<file path="src/rtl/crmf_pkg.sv">
`default_nettype none

package crmf_pkg;

  // Data width of samples and limits
  localparam int DATA_W = 16;

  // Default window depth
  localparam int DEF_WINDOW = 5;

  // Register reset values
  localparam logic [DATA_W-1:0] LOW_LIMIT_RST = 16'd20;
  localparam logic [DATA_W-1:0] HIGH_LIMIT_RST = 16'd1200;
  localparam logic [DATA_W-1:0] FALLBACK_RST = 16'd1200;

  // Register map (word index)
  localparam int REG_IDX_W = 2;
  localparam logic [REG_IDX_W-1:0] REG_LOW_LIMIT = 2'd0;
  localparam logic [REG_IDX_W-1:0] REG_HIGH_LIMIT = 2'd1;
  localparam logic [REG_IDX_W-1:0] REG_FALLBACK = 2'd2;

  // APB widths
  localparam int PADDR_W = 4;
  localparam int PDATA_W = 32;

  // Configuration values seen by the datapath
  typedef struct packed {
    logic [DATA_W-1:0] low_limit;
    logic [DATA_W-1:0] high_limit;
    logic [DATA_W-1:0] fallback_value;
  } cfg_t;

  // Controller to datapath commands
  typedef struct packed {
    logic load_in;     // capture the raw word
    logic cond_write;  // condition sample, write window, restart ranking
    logic rank_step;   // rank the current candidate
    logic out_load;    // move the median into the output register
  } cmd_t;

  // Datapath to controller status
  typedef struct packed {
    logic hit;         // current candidate is the median
  } sts_t;

endpackage

`default_nettype wire

</file>
<file path="src/rtl/clamped_running_median_filter_core.sv">
// Flow: the raw word is captured on accept, then conditioned and stored in the
// window; window entries are then ranked one at a time by the single rank unit
// until the median is found, and the median is loaded into the output register
// once the output is not stalled. A new word is accepted only after that load.
// Reset (rst, synchronous, active high): registers to defaults, window empty,
// last output zero; the window memory itself is not cleared.
`default_nettype none

module clamped_running_median_filter_core #(
  parameter int WINDOW = crmf_pkg::DEF_WINDOW
) (
  input  wire logic                          clk,
  input  wire logic                          rst,
  input  wire logic                          psel,
  input  wire logic                          penable,
  input  wire logic                          pwrite,
  input  wire logic [crmf_pkg::PADDR_W-1:0]  paddr,
  input  wire logic [crmf_pkg::PDATA_W-1:0]  pwdata,
  output logic      [crmf_pkg::PDATA_W-1:0]  prdata,
  output logic                               pready,
  input  wire logic                          in_valid,
  output logic                               in_stall,
  input  wire logic [crmf_pkg::DATA_W-1:0]   raw_distance,
  output logic                               out_valid,
  input  wire logic                          out_stall,
  output logic      [crmf_pkg::DATA_W-1:0]   filtered_distance
);
  import crmf_pkg::*;

  cfg_t cfg;
  cmd_t cmd;
  sts_t sts;

  crmf_regs u_regs (
    .clk     (clk),
    .rst     (rst),
    .psel    (psel),
    .penable (penable),
    .pwrite  (pwrite),
    .paddr   (paddr),
    .pwdata  (pwdata),
    .prdata  (prdata),
    .pready  (pready),
    .cfg     (cfg)
  );

  crmf_ctrl u_ctrl (
    .clk       (clk),
    .rst       (rst),
    .in_valid  (in_valid),
    .in_stall  (in_stall),
    .out_valid (out_valid),
    .out_stall (out_stall),
    .cmd       (cmd),
    .sts       (sts)
  );

  crmf_dp #(
    .WINDOW (WINDOW)
  ) u_dp (
    .clk               (clk),
    .rst               (rst),
    .cmd               (cmd),
    .sts               (sts),
    .cfg               (cfg),
    .raw_distance      (raw_distance),
    .filtered_distance (filtered_distance)
  );

endmodule

`default_nettype wire

</file>
<file path="src/rtl/crmf_regs.sv">
`default_nettype none

module crmf_regs (
  input  wire logic                          clk,
  input  wire logic                          rst,
  input  wire logic                          psel,
  input  wire logic                          penable,
  input  wire logic                          pwrite,
  input  wire logic [crmf_pkg::PADDR_W-1:0]  paddr,
  input  wire logic [crmf_pkg::PDATA_W-1:0]  pwdata,
  output logic      [crmf_pkg::PDATA_W-1:0]  prdata,
  output logic                               pready,
  output crmf_pkg::cfg_t                     cfg
);
  import crmf_pkg::*;

  logic                 wr_en;
  logic [REG_IDX_W-1:0] reg_idx;

  assign pready  = 1'b1;
  assign reg_idx = paddr[REG_IDX_W+1:2];
  assign wr_en   = psel && penable && pwrite && pready;

  // Register writes; unused index is ignored
  always_ff @(posedge clk) begin
    if (rst) begin
      cfg.low_limit      <= LOW_LIMIT_RST;
      cfg.high_limit     <= HIGH_LIMIT_RST;
      cfg.fallback_value <= FALLBACK_RST;
    end else if (wr_en) begin
      case (reg_idx)
        REG_LOW_LIMIT:  cfg.low_limit      <= pwdata[DATA_W-1:0];
        REG_HIGH_LIMIT: cfg.high_limit     <= pwdata[DATA_W-1:0];
        REG_FALLBACK:   cfg.fallback_value <= pwdata[DATA_W-1:0];
        default: ;
      endcase
    end
  end

  // Read mux
  always_comb begin
    case (reg_idx)
      REG_LOW_LIMIT:  prdata = {{(PDATA_W-DATA_W){1'b0}}, cfg.low_limit};
      REG_HIGH_LIMIT: prdata = {{(PDATA_W-DATA_W){1'b0}}, cfg.high_limit};
      REG_FALLBACK:   prdata = {{(PDATA_W-DATA_W){1'b0}}, cfg.fallback_value};
      default:        prdata = '0;
    endcase
  end

endmodule

`default_nettype wire

</file>
<file path="src/rtl/crmf_ctrl.sv">
`default_nettype none

module crmf_ctrl (
  input  wire logic          clk,
  input  wire logic          rst,
  input  wire logic          in_valid,
  output logic               in_stall,
  output logic               out_valid,
  input  wire logic          out_stall,
  output crmf_pkg::cmd_t     cmd,
  input  crmf_pkg::sts_t     sts
);
  import crmf_pkg::*;

  localparam logic [1:0] ST_IDLE = 2'd0;
  localparam logic [1:0] ST_COND = 2'd1;
  localparam logic [1:0] ST_RANK = 2'd2;
  localparam logic [1:0] ST_FIN  = 2'd3;

  logic [1:0] state;
  logic [1:0] state_next;
  logic       out_free;

  assign in_stall = (state != ST_IDLE);
  assign out_free = !out_valid || !out_stall;

  // Next state and commands
  always_comb begin
    state_next = state;
    cmd        = '0;
    case (state)
      ST_IDLE: begin
        if (in_valid) begin
          cmd.load_in = 1'b1;
          state_next  = ST_COND;
        end
      end
      ST_COND: begin
        cmd.cond_write = 1'b1;
        state_next     = ST_RANK;
      end
      ST_RANK: begin
        cmd.rank_step = 1'b1;
        if (sts.hit) begin
          state_next = ST_FIN;
        end
      end
      ST_FIN: begin
        if (out_free) begin
          cmd.out_load = 1'b1;
          state_next   = ST_IDLE;
        end
      end
      default: state_next = ST_IDLE;
    endcase
  end

  always_ff @(posedge clk) begin
    if (rst) begin
      state <= ST_IDLE;
    end else begin
      state <= state_next;
    end
  end

  // Output word valid
  always_ff @(posedge clk) begin
    if (rst) begin
      out_valid <= 1'b0;
    end else if (cmd.out_load) begin
      out_valid <= 1'b1;
    end else if (!out_stall) begin
      out_valid <= 1'b0;
    end
  end

`ifndef SYNTH
  // A pending word is never overwritten
  a_no_overwrite: assert property (@(posedge clk) disable iff (rst)
    cmd.out_load |-> out_free)
    else $error("output word overwritten while stalled");

  // An accepted word goes straight to conditioning
  a_accept_cond: assert property (@(posedge clk) disable iff (rst)
    (in_valid && !in_stall) |=> cmd.cond_write)
    else $error("accepted word not conditioned next cycle");

  // A new output word only comes from the finish state
  a_out_src: assert property (@(posedge clk) disable iff (rst)
    $rose(out_valid) |-> $past(state) == ST_FIN)
    else $error("output valid raised outside finish");
`endif

endmodule

`default_nettype wire

</file>
<file path="src/rtl/crmf_dp.sv">
`default_nettype none

module crmf_dp #(
  parameter int WINDOW = crmf_pkg::DEF_WINDOW
) (
  input  wire logic                          clk,
  input  wire logic                          rst,
  input  crmf_pkg::cmd_t                     cmd,
  output crmf_pkg::sts_t                     sts,
  input  crmf_pkg::cfg_t                     cfg,
  input  wire logic [crmf_pkg::DATA_W-1:0]   raw_distance,
  output logic      [crmf_pkg::DATA_W-1:0]   filtered_distance
);
  import crmf_pkg::*;

  localparam int IDX_W = (WINDOW > 1) ? $clog2(WINDOW) : 1;
  localparam int CNT_W = $clog2(WINDOW + 1);

  logic [DATA_W-1:0] win [WINDOW];
  logic [DATA_W-1:0] raw;
  logic [DATA_W-1:0] last_output;
  logic [DATA_W-1:0] med;
  logic [DATA_W-1:0] raised;
  logic [DATA_W-1:0] cond_val;
  logic [DATA_W-1:0] cand;
  logic [IDX_W-1:0]  wp;
  logic [IDX_W-1:0]  idx;
  logic [CNT_W-1:0]  fill;
  logic [CNT_W-1:0]  rank;

  // Input capture
  always_ff @(posedge clk) begin
    if (cmd.load_in) begin
      raw <= raw_distance;
    end
  end

  // Conditioning: raise to low limit, then replace if above high limit
  always_comb begin
    raised = (raw < cfg.low_limit) ? cfg.low_limit : raw;
    if (raised > cfg.high_limit) begin
      cond_val = (last_output != '0) ? last_output : cfg.fallback_value;
    end else begin
      cond_val = raised;
    end
  end

  // Window store
  always_ff @(posedge clk) begin
    if (cmd.cond_write) begin
      win[wp] <= cond_val;
    end
  end

  // Ring pointer and fill count
  always_ff @(posedge clk) begin
    if (rst) begin
      wp   <= '0;
      fill <= '0;
    end else if (cmd.cond_write) begin
      wp <= (wp == IDX_W'(WINDOW - 1)) ? '0 : wp + IDX_W'(1);
      if (fill != CNT_W'(WINDOW)) begin
        fill <= fill + CNT_W'(1);
      end
    end
  end

  // Candidate index, one entry ranked per cycle
  always_ff @(posedge clk) begin
    if (cmd.cond_write) begin
      idx <= '0;
    end else if (cmd.rank_step) begin
      idx <= idx + IDX_W'(1);
    end
  end

  // Stable rank of the candidate among filled entries
  assign cand = win[idx];
  always_comb begin
    rank = '0;
    for (int j = 0; j < WINDOW; j++) begin
      if ((CNT_W'(j) < fill) &&
          ((win[j] < cand) || ((win[j] == cand) && (IDX_W'(j) < idx)))) begin
        rank = rank + CNT_W'(1);
      end
    end
  end

  assign sts.hit = (rank == (fill >> 1));

  always_ff @(posedge clk) begin
    if (cmd.rank_step && sts.hit) begin
      med <= cand;
    end
  end

  // Output register and last result
  always_ff @(posedge clk) begin
    if (cmd.out_load) begin
      filtered_distance <= med;
    end
  end

  always_ff @(posedge clk) begin
    if (rst) begin
      last_output <= '0;
    end else if (cmd.out_load) begin
      last_output <= med;
    end
  end

`ifndef SYNTH
  // The median is always found by the last filled entry
  a_rank_found: assert property (@(posedge clk) disable iff (rst)
    (cmd.rank_step && !sts.hit) |-> ((CNT_W'(idx) + CNT_W'(1)) < fill))
    else $error("ranking ran past the filled entries");

  // Ranking only runs over a non-empty window
  a_rank_fill: assert property (@(posedge clk) disable iff (rst)
    cmd.rank_step |-> (fill != '0))
    else $error("ranking with an empty window");

  // Ring pointer stays inside the window
  a_wp_range: assert property (@(posedge clk) disable iff (rst)
    cmd.cond_write |=> (CNT_W'(wp) < CNT_W'(WINDOW)))
    else $error("write pointer out of range");
`endif

endmodule

`default_nettype wire

</file>
<file path="config.mk">
export PLATFORM = sky130hd
export DESIGN_NAME = clamped_running_median_filter_core
export DESIGN_NICKNAME = d
export VERILOG_FILES = /design/src/rtl/crmf_pkg.sv /design/src/rtl/clamped_running_median_filter_core.sv /design/src/rtl/crmf_regs.sv /design/src/rtl/crmf_ctrl.sv /design/src/rtl/crmf_dp.sv
export SDC_FILE = /design/constraint.sdc
export NUM_CORES = 1
export LEC_CHECK = 0
export BUFFER_PORTS_ARGS = -buffer_cell sky130_fd_sc_hd__buf_2
export CAP_MARGIN = 20
export CORE_MARGIN = 2
export CORE_UTILIZATION = 40
export DETAILED_ROUTE_END_ITERATION = 12
export PLACE_DENSITY_LB_ADDON = 0.12
export SYNTH_ARGS = -nofsm -noshare
export SYNTH_HDL_FRONTEND = slang
export SYNTH_SLANG_ARGS = --single-unit
</file>
<file path="constraint.sdc">
create_clock -name clk -period 12.25 [get_ports clk]
set_clock_uncertainty 0.15 [all_clocks]
set_input_delay 2.45 -clock clk [delete_from_list [all_inputs] [get_ports clk]]
set_output_delay 2.45 -clock clk [all_outputs]
set_load 0.005 [all_outputs]
</file>
## Word-level counts from Yosys, hierarchy flattened

Memories as Yosys holds them, arrays and structs flattened. A register that Yosys moved wholly into a read port is not among the register bits.
Index checks and enable logic that the tools add are counted.

| operators by class | value |
|---|---|
| add/sub/neg operators | 7 |
| $lt $le $gt $ge | 17 |
| reduce and logical (&&, ||, !) cells | 30 |
| multiplexer cells | 26 |
| equal/unequal tests | 17 |

Operators with widths:

| kind | count |
|---|---|
| $lt 16x16->1 | 6 |
| $eq 16x16->1 | 5 |
| $mux 16 | 3 |
| $pmux 16 s3 | 1 |
| $mux 3 | 7 |
| $add 3x1->3 const B | 6 |
| $gt 16x16->1 | 1 |
| $reduce_bool 16->1 | 1 |
| $logic_and 1x1->1 | 13 |
| $lt 1x3->1 const A | 4 |
| $lt 2x3->1 const A | 4 |
| $mux 1 | 11 |
| $pmux 2 s4 | 1 |
| $reduce_and 2->1 | 4 |
| $eq 2x2->1 const B | 3 |
| $logic_or 1x1->1 | 6 |
| $lt 3x3->1 const A | 2 |
| $mux 2 | 3 |
| $ne 2x1->1 const B | 3 |
| $eq 2x1->1 const B | 2 |
| $logic_not 2->1 | 2 |
| $eq 3x2->1 | 1 |
| $eq 3x3->1 const B | 1 |
| $ne 3x3->1 const B | 1 |
| 5 further kinds | 6 |

| storage, ports and cells | value |
|---|---|
| output and inout bits | 51 |
| flip-flop bits (word level) | 124 |
| RAM bits | 80 |
| memories kept | 1 |

Memories:

| memory | words | bits a word | rd ports | clocked after memory_dff | write ports | line | RTL |
|---|---|---|---|---|---|---|---|
| u_dp.win | 5 | 16 | 6 | 1 | 1 | crmf_dp.sv:19 | `logic [DATA_W-1:0] win [WINDOW];` |

## Logic depth before layout (Yosys ltp)

Gate-level depths: netlist (run 1).
An unclocked memory read counts as a cell.

| depth | value |
|---|---|
| depth after elaboration | 17 |
| mapped depth | 29 |
| depth with buffers taken out | 27 |

## Hierarchy

From an unflattened synthesis (run 1), not the netlist that was laid out.

| second synthesis, totals | value |
|---|---|
| cells, all modules | 1,055 |
| area, all modules | 13,412.9 µm² |

By module, submodules not included:

| module | area an instance (µm²) | cells each | instances | seq. area each (µm²) |
|---|---|---|---|---|
| crmf_dp | 10,759.1 | 774 | 1 | 5,845.6 |
| crmf_regs | 2,423.6 | 256 | 1 | 960.9 |
| crmf_ctrl | 230.2 | 25 | 1 | 60.1 |

## Least setup slack after synthesis (run 1)

OpenSTA, ideal clock, no wires.

| timing | value |
|---|---|
| path kind | register to register |
| from | register (tool-made name) |
| to | register u_dp.med[0] (enable) |
| setup slack | 5.196 ns |
| period minus slack after synthesis | 7.054 ns |
| path buffers | 2 |
| cell stages (with the launch flop) | 25 |
| data arrival time | 6.491 ns |
| cell sequence | dfxtp_1 clkbuf_1 buf_1 mux4_2 mux2i_1 ha_1 nor2b_1 o21a_1 o21a_1 o21a_1 o21a_1 o21a_1 o21a_1 o21a_1 o21ai_0 a21boi_0 ha_1 xor2_1 ha_1 nand2b_1 nand2_1 ha_1 xnor2_1 a311oi_2 nor3b_1 |

RTL lines:

| item | line | RTL |
|---|---|---|
| end signal: assignment | crmf_dp.sv:93 | `med <= cand;` |
| end: declaration | crmf_dp.sv:22 | `logic [DATA_W-1:0] med;` |

==> results of run 1 <==
==> worst max path at each step <==
stage | slack [ns] | endpoint | depth (start not counted)
after floorplan | 5.20 | u_dp.med[0]$_DFFE_PP_ | 24
after global placement | 5.22 | u_dp.med[10]$_DFFE_PP_ | 24
after detailed placement | 5.18 | u_dp.med[9]$_DFFE_PP_ | 24
after CTS | 5.16 | u_dp.med[15]$_DFFE_PP_ | 24
after global routing | 4.87 | u_dp.med[9]$_DFFE_PP_ | 24
final | 5.18 | u_dp.med[10]$_DFFE_PP_ | 24
==> per-layer routing <==
layer,global-route usage,vias to the layer above,wire length (um)
met5,0,-,0
met4,0.0416,0,603
met2,0.321,152,15200
met3,0.0234,33,1180
li1,-,4187,-
met1,0.296,4198,16900
==> power groups by stage <==
stage / clock network (mW) / registers [mW] / logic, mW
floorplan: 0 / 1.16 / 0.878
global placement: 0 / 1.19 / 1.21
detailed placement: 0 / 1.19 / 1.22
CTS: 0.852 / 1.17 / 1.23
global route: 0.881 / 1.18 / 1.38
finish: 0.831 / 1.17 / 1.22
==> critical path, delay by kind of cell (launching register included) <==
| family | cells | cell delay [ns] |
|---|---|---|
| XOR/XNOR | 1 | 0.19 |
| buffers and inverters | 2 | 0.88 |
| adder cells (fa/ha/maj) | 4 | 1.25 |
| multiplexers | 2 | 1.17 |
| AND/OR/NAND/NOR | 4 | 0.75 |
| flip-flops | 1 | 0.31 |
| AO/OA/AOI/OAI | 11 | 2.05 |
==> flip-flops by register name, indices dropped and copies added, names as in the netlist, 16 cells and up, named ones only <==
signal / cells
u_dp.med: 16
u_dp.last_output: 16
u_dp.filtered_distance: 16
u_regs.cfg: 48
u_dp.raw: 16
u_dp.win: 128
==> through the flow <==
stage               worst slack [ns]  hold WS [ns]  total power, mW  utilization
CTS                             5.16         0.295             3.25        0.460
detailed placement              5.18         0.284             2.41        0.432
finish                          5.18         0.294             3.22        0.461
global route                    4.87         0.320             3.44        0.461
floorplan                       5.20         0.276             2.04            -
global placement                5.22         0.286             2.40        0.432
==> cell families after synthesis <==
group / share of synthesized area
other: 0.000573
AOI/OAI and AO/OA: 0.103
and+or+nand+nor: 0.0992
adders and majority gates: 0.119
DFF: 0.524
muxes: 0.108
buffers and inverters: 0.0391
xor gates and xnor gates: 0.00706
==> area by class of cell <==
type | count | area share
tap | 442 | 0.0371
clock inverter | 8 | 0.00462
clock buffer | 44 | 0.0566
sequential | 255 | 0.461
inverter | 61 | 0.0154
multi-input combinational | 745 | 0.390
timing repair buffer | 92 | 0.0352
==> layout by cell type (no fill, tap or decap), types with 3 or more instances in the layout <==
master | Yosys | layout
edfxtp_1 | 176 | 176
nand2_1 | 168 | 168
ha_1 | 125 | 125
a21oi_1 | 93 | 93
dfxtp_1 | 79 | 78
buf_2 | 2 | 74
inv_1 | 60 | 60
o21ai_0 | 37 | 37
mux2i_1 | 36 | 36
a21o_1 | 34 | 34
mux4_2 | 32 | 32
clkbuf_16 | 0 | 30
nor2_1 | 28 | 28
mux2_2 | 21 | 21
nand4_1 | 20 | 20
conb_1 | 2 | 17
buf_4 | 18 | 17
o21a_1 | 15 | 15
nand3_1 | 13 | 13
clkbuf_1 | 29 | 10
nand2b_1 | 9 | 9
o211ai_1 | 9 | 9
mux2_1 | 9 | 9
nor2b_1 | 9 | 8
nor4_1 | 6 | 6
nor3_2 | 2 | 5
nor3_1 | 8 | 5
a211oi_1 | 4 | 4
a21boi_0 | 4 | 4
clkbuf_8 | 0 | 4
clkinv_1 | 1 | 3
and4_1 | 3 | 3
and3_1 | 3 | 3
xnor2_2 | 3 | 3
xnor2_1 | 3 | 3
clkinv_2 | 0 | 3
==> cell usage after synthesis (all sizes together), types with 4 or more instances <==
library cell  count  area, um2
edfxtp          176       5290
nand2           168        631
ha              125       1560
a21oi            93        465
dfxtp            79       1580
inv              60        225
o21ai            39        195
mux2i            36        360
a21o             34        255
mux4             32        721
mux2             30        338
clkbuf           29        109
nor2             29        111
buf              28        175
nand4            22        150
o21a             15        113
nand3            13       65.1
nand2b           10       70.1
nor3             10       60.1
o211ai           10       80.1
nor2b             9       56.3
nor4              8       62.6
xnor2             6       75.1
a21boi            5       41.3
a211oi            4       30.0
==> impl_metrics.tcl, run 1 <==
set metrics [dict create \
    maxCapViolCount 0 \
    clockBufferDepth 3 \
    arrival_ns 7.15 \
    layoutNonFillerInstCount 1647 \
    fin_area_mm2 0.0149 \
    clk_latency_ns 0.54 \
    total_leakage_power_nw 5.71 \
    rows 66 \
    slew_headroom 0.273 \
    first_iter_violations 540 \
    rsz0062_at_grt "false" \
    cts-resized-gates 0 \
    cpMostUsedCell "o21a_1" \
    nNetsFinal 1367 \
    min_path_type "flip-flop to flip-flop" \
    drive_above_1_share 0.175 \
    reg2reg_depth 24 \
    status "finished, final reports clean" \
    area_growth_pct 13.7 \
    reg2reg_to "u_dp.med[10]$_DFFE_PP_" \
    gp_congestion 0.783 \
    grtUsageTotal 0.202 \
    cts_max_level 1 \
    syn_inst 1103 \
    switchingPower_mw 1.13 \
    period_minus_slack_ns 7.07 \
    detailed_place.area_mm2 0.0140 \
    start_kind "flip-flop" \
    viasPerCell 5.20 \
    seqCellArea_mm2 0.00687 \
    hold_start "u_dp.med[7]$_DFFE_PP_" \
    synth.distinct_cells 61 \
    antenna_found_initial 0 \
    ys_seq_area_frac 0.524 \
    ant_nets 0 \
    fmax_mhz 142 \
    syn_area_mm2 0.0131 \
    synth_warnings 0 \
    slowest_delay_ns 0.60 \
    hold_end "u_dp.filtered_distance[7]$_DFFE_PP_" \
    end_kind "flip-flop" \
    wl_mm 33.9 \
    worst-setup-path-type "flip-flop to flip-flop" \
    core_mm2 0.0324 \
    finalCritPeriodShare 0.577 \
    swShare 0.350 \
    reg2reg_slack_ns 5.18 \
    ys_seq_elements 255 \
    finalMaxSlewViolations 0 \
    multi_input_area_mm2 0.00582 \
    cp.required_ns 12.34 \
    power_frac_clock 0.258 \
    cts_tree "done" \
    crit_slowest_cell "mux4_2" \
    ir_drop_uv 107 \
    clk_pin_slew_worst_paths_ns 0.06 \
    overflow 0 \
    comb_power_share 0.379 \
    path_cells "buf_4 > mux4_2 > mux2i_1 > ha_1 > nor2b_1 > o21a_1 > o21a_1 > o21a_1 > o21a_1 > o21a_1 > o21a_1 > o21ai_0 > o211ai_1 > a21oi_1 > ha_1 > xor2_1 > ha_1 > nand2b_1 > nand2_1 > ha_1 > o21ai_0 > o22a_1 > nor3b_2 > buf_4" \
    fill_cells 3002 \
    root_buffer "clkbuf_16" \
    drcViolationCount 0 \
    num_vias 8570 \
    postCtsHoldBufs 0 \
    power_frac_seq 0.363 \
    grt_pass1_vias 8570 \
    ys.flop_type "edfxtp_1" \
    hold_viol 0 \
    setup_violations 0 \
    portBuffers 74 \
    hpwlAfterDp_mm 24.0 \
    ioPinCount 110 \
    numClockSinks 255 \
    grt_max_degree 64 \
    syn_avg_cell_area_um2 11.9 \
    cts_setup_buffers 0 \
    die_width_um 185 \
    hold_depth 0 \
    grt_pass1_wl_mm 51.7 \
    drt-pass1-iter-count 5 \
    die_y_um 185 \
    synth_edf_count 176 \
    start_util 0.405 \
    tightest_slew_ns 1.09 \
    wl_per_cell_um 20.6 \
    ys_async_sr_fraction 0 \
    tns_ns 0 \
    power_density_mw_per_mm2 216 \
    place_inst 1594 \
    crit_path_max_fanout 32 \
    cts_buffers 28 \
    die_area_mm2 0.0342 \
    n_antenna_cell 0 \
    p_int_mw 2.09 \
]
Note: power is estimated with default switching activity, not from simulation.
==> run 2: changes to the inputs <==
ABC_AREA = 1   (was unset)
clock period = 6.7 ns   (was 12.25 ns; I/O delays follow)
==> impl_metrics.tcl, run 2 <==
set metrics [dict create \
    period_minus_slack_ns 6.03 \
    synth_commonest_cells "210 x nand2_1, 176 x edfxtp_1, 174 x o21ai_0" \
    clk_latency_ns 0.55 \
    hpwlAfterDp_mm 25.2 \
    maxCapViolCount 0 \
    grt_pass1_wl_mm 54.0 \
    arrival_ns 6.11 \
    finalCritPeriodShare 0.900 \
    cts_buffers 29 \
    cp.required_ns 6.77 \
    crit_family "compound AO/OA/AOI/OAI gates" \
    rows 66 \
    finalMaxSlewViolations 0 \
    grtUsageTotal 0.205 \
    synth_warnings 0 \
    wl_per_cell_um 18.0 \
    drcViolationCount 0 \
    postCtsHoldBufs 0 \
    fmax_mhz 166 \
    die_width_um 186 \
    clk_pin_slew_worst_paths_ns 0.06 \
    synth.most_common_cell "nand2_1" \
    n_antenna_cell 0 \
    holdWs_ns 0.323 \
    clockBufferDepth 3 \
    ys_seq_area_frac 0.521 \
    portBuffers 74 \
    power_mw 6.59 \
    syn_avg_cell_area_um2 9.39 \
    ys_seq_elements 255 \
    root_buffer "clkbuf_16" \
    viasPerCell 5.03 \
    start_kind "flip-flop" \
    cts_max_level 1 \
    setup_slack_ns 0.667 \
    power_density_mw_per_mm2 439 \
    ir_drop_uv 243 \
    synth_edf_count 176 \
    top_register "u_dp.win" \
    yosysTopAreaCellShare 0.401 \
    cp_num_buf_inv 6 \
    wl_mm 35.0 \
    largest_reg_flops 128 \
    cts-resized-gates 0 \
    numClockSinks 255 \
    drive_above_1_share 0.105 \
    ys.flop_type "edfxtp_1" \
    end_kind "flip-flop" \
    worst-setup-path-type "flip-flop to flip-flop" \
    place_ws_ns 0.682 \
    die_area_mm2 0.0344 \
    tightest_slew_ns 1.10 \
    grt_pass1_vias 9626 \
    layout_common_cells "210 x nand2_1, 176 x edfxtp_1, 174 x o21ai_0" \
    hold_viol 0 \
    total_leakage_power_nw 6.25 \
    crit_slowest_cell "dfxtp_1" \
    syn_inst 1404 \
    ant_nets 0 \
    cts_tree "done" \
    overflow 0 \
    area_growth_pct 13.8 \
    final_common_cell "nand2_1" \
    first_iter_violations 567 \
    slew_headroom 0.257 \
    crit_path_max_fanout 16 \
    ys_async_sr_fraction 0 \
    gp_congestion 0.825 \
    slowest_delay_ns 0.74 \
    drt-pass1-iter-count 5 \
    antenna_found_initial 0 \
    synth.distinct_cells 42 \
    cts_setup_buffers 0 \
    start_util 0.405 \
    min_path_type "flip-flop to flip-flop" \
    core_mm2 0.0325 \
    status "finished, final reports clean" \
    die_y_um 186 \
    grt_max_degree 71 \
    num_vias 9808 \
    ioPinCount 110 \
    setup_violations 0 \
    ys_top_cells_by_area "edfxtp_1 40%, dfxtp_1 12%, ha_1 12%" \
    nNetsFinal 1671 \
    yosysTopAreaCell "edfxtp_1" \
    reg_top3 "u_dp.win (128), u_regs.cfg (48)" \
    tns_ns 0 \
    syn_area_mm2 0.0132 \
    rsz0062_at_grt "false" \
]
==> run 2: changes by cell type in the layout (fill, tap and decap cells not counted), sizes merged, moves of 33 or more <==
cell | previous run | this run
inv | 60 | 164
o21ai | 39 | 178
nor2 | 29 | 134
a21o | 34 | 1
mux2i | 36 | 0
nand2 | 168 | 218
==> run 2: final timing paths <==
| check | startpoint | end | slack [ns] | depth (start not counted) |
|---|---|---|---|---|
| setup reg to reg | flip-flop | u_dp.med[0]$_DFFE_PP_ | 0.67 | 27 |
| hold / removal | u_dp.med[1]$_DFFE_PP_ | u_dp.filtered_distance[1]$_DFFE_PP_ | 0.32 | 0 |
| hold reg to reg | u_dp.med[1]$_DFFE_PP_ | u_dp.filtered_distance[1]$_DFFE_PP_ | 0.32 | 0 |
| setup / recovery | flip-flop | u_dp.med[0]$_DFFE_PP_ | 0.67 | 27 |
==> run 2: power by group <==
group	internal, mW	switching (mW)
Sequential	2.13	0.150
Combinational	0.916	1.88
Clock	0.892	0.628
==> run 2: cells by family after synthesis <==
group           share of synthesized area
xor+xnor                         0.000664
simple gates                        0.133
compound gates                      0.155
buf+inv                            0.0717
fa+ha+maj                           0.119
flops                               0.521
other cells                      0.000569
==> run 2: worst register-to-register path, stage by stage (launching register included) <==
cell and delay [ns]:
dfxtp_1 0.74, buf_4 0.30, o21ai_0 0.11, o22ai_1 0.16, inv_1 0.05, o21ai_0 0.26, inv_1 0.19, ha_1 0.34
inv_1 0.06, o21bai_1 0.06, a221oi_1 0.34, o221ai_1 0.19, nand2_1 0.12, o2111ai_1 0.15, a22oi_1 0.25, ha_1 0.35
inv_1 0.11, nand3_1 0.12, nand2_2 0.11, ha_1 0.24, nand2_1 0.10, nand2_1 0.06, ha_1 0.28, or2_0 0.22
nand3_1 0.08, nand2_1 0.11, nor3_2 0.12, buf_4 0.31
==> run 2: metal layers <==
| metal | track usage | vias up | wire, um |
|---|---|---|---|
| met5 | 0 | - | 0 |
| li1 | - | 5009 | - |
| met2 | 0.338 | 213 | 16100 |
| met4 | 0.0652 | 0 | 1120 |
| met3 | 0.0288 | 54 | 1500 |
| met1 | 0.280 | 4532 | 16300 |
==> run 2: area by class of cell <==
| class | count | area [um2] |
|---|---|---|
| Timing Repair Buffer | 103 | 626 |
| Clock buffer | 42 | 795 |
| Sequential cell | 255 | 6870 |
| Tap cell | 442 | 553 |
| Multi-Input combinational cell | 930 | 5440 |
| Inverter | 168 | 631 |
| Clock inverter | 10 | 97.6 |
| Fill cell | 3166 | 17500 |
==> run 2: through the flow <==
step | utilization | area (um2) | cells
6_report | 0.461 | 15000 | 1950
5_1_grt | 0.461 | 15000 | 1950
3_5_place_dp | 0.434 | 14100 | 1897
2_1_floorplan | - | 13200 | 1419
3_3_place_gp | 0.433 | 14100 | 1896
4_1_cts | 0.461 | 15000 | 1949
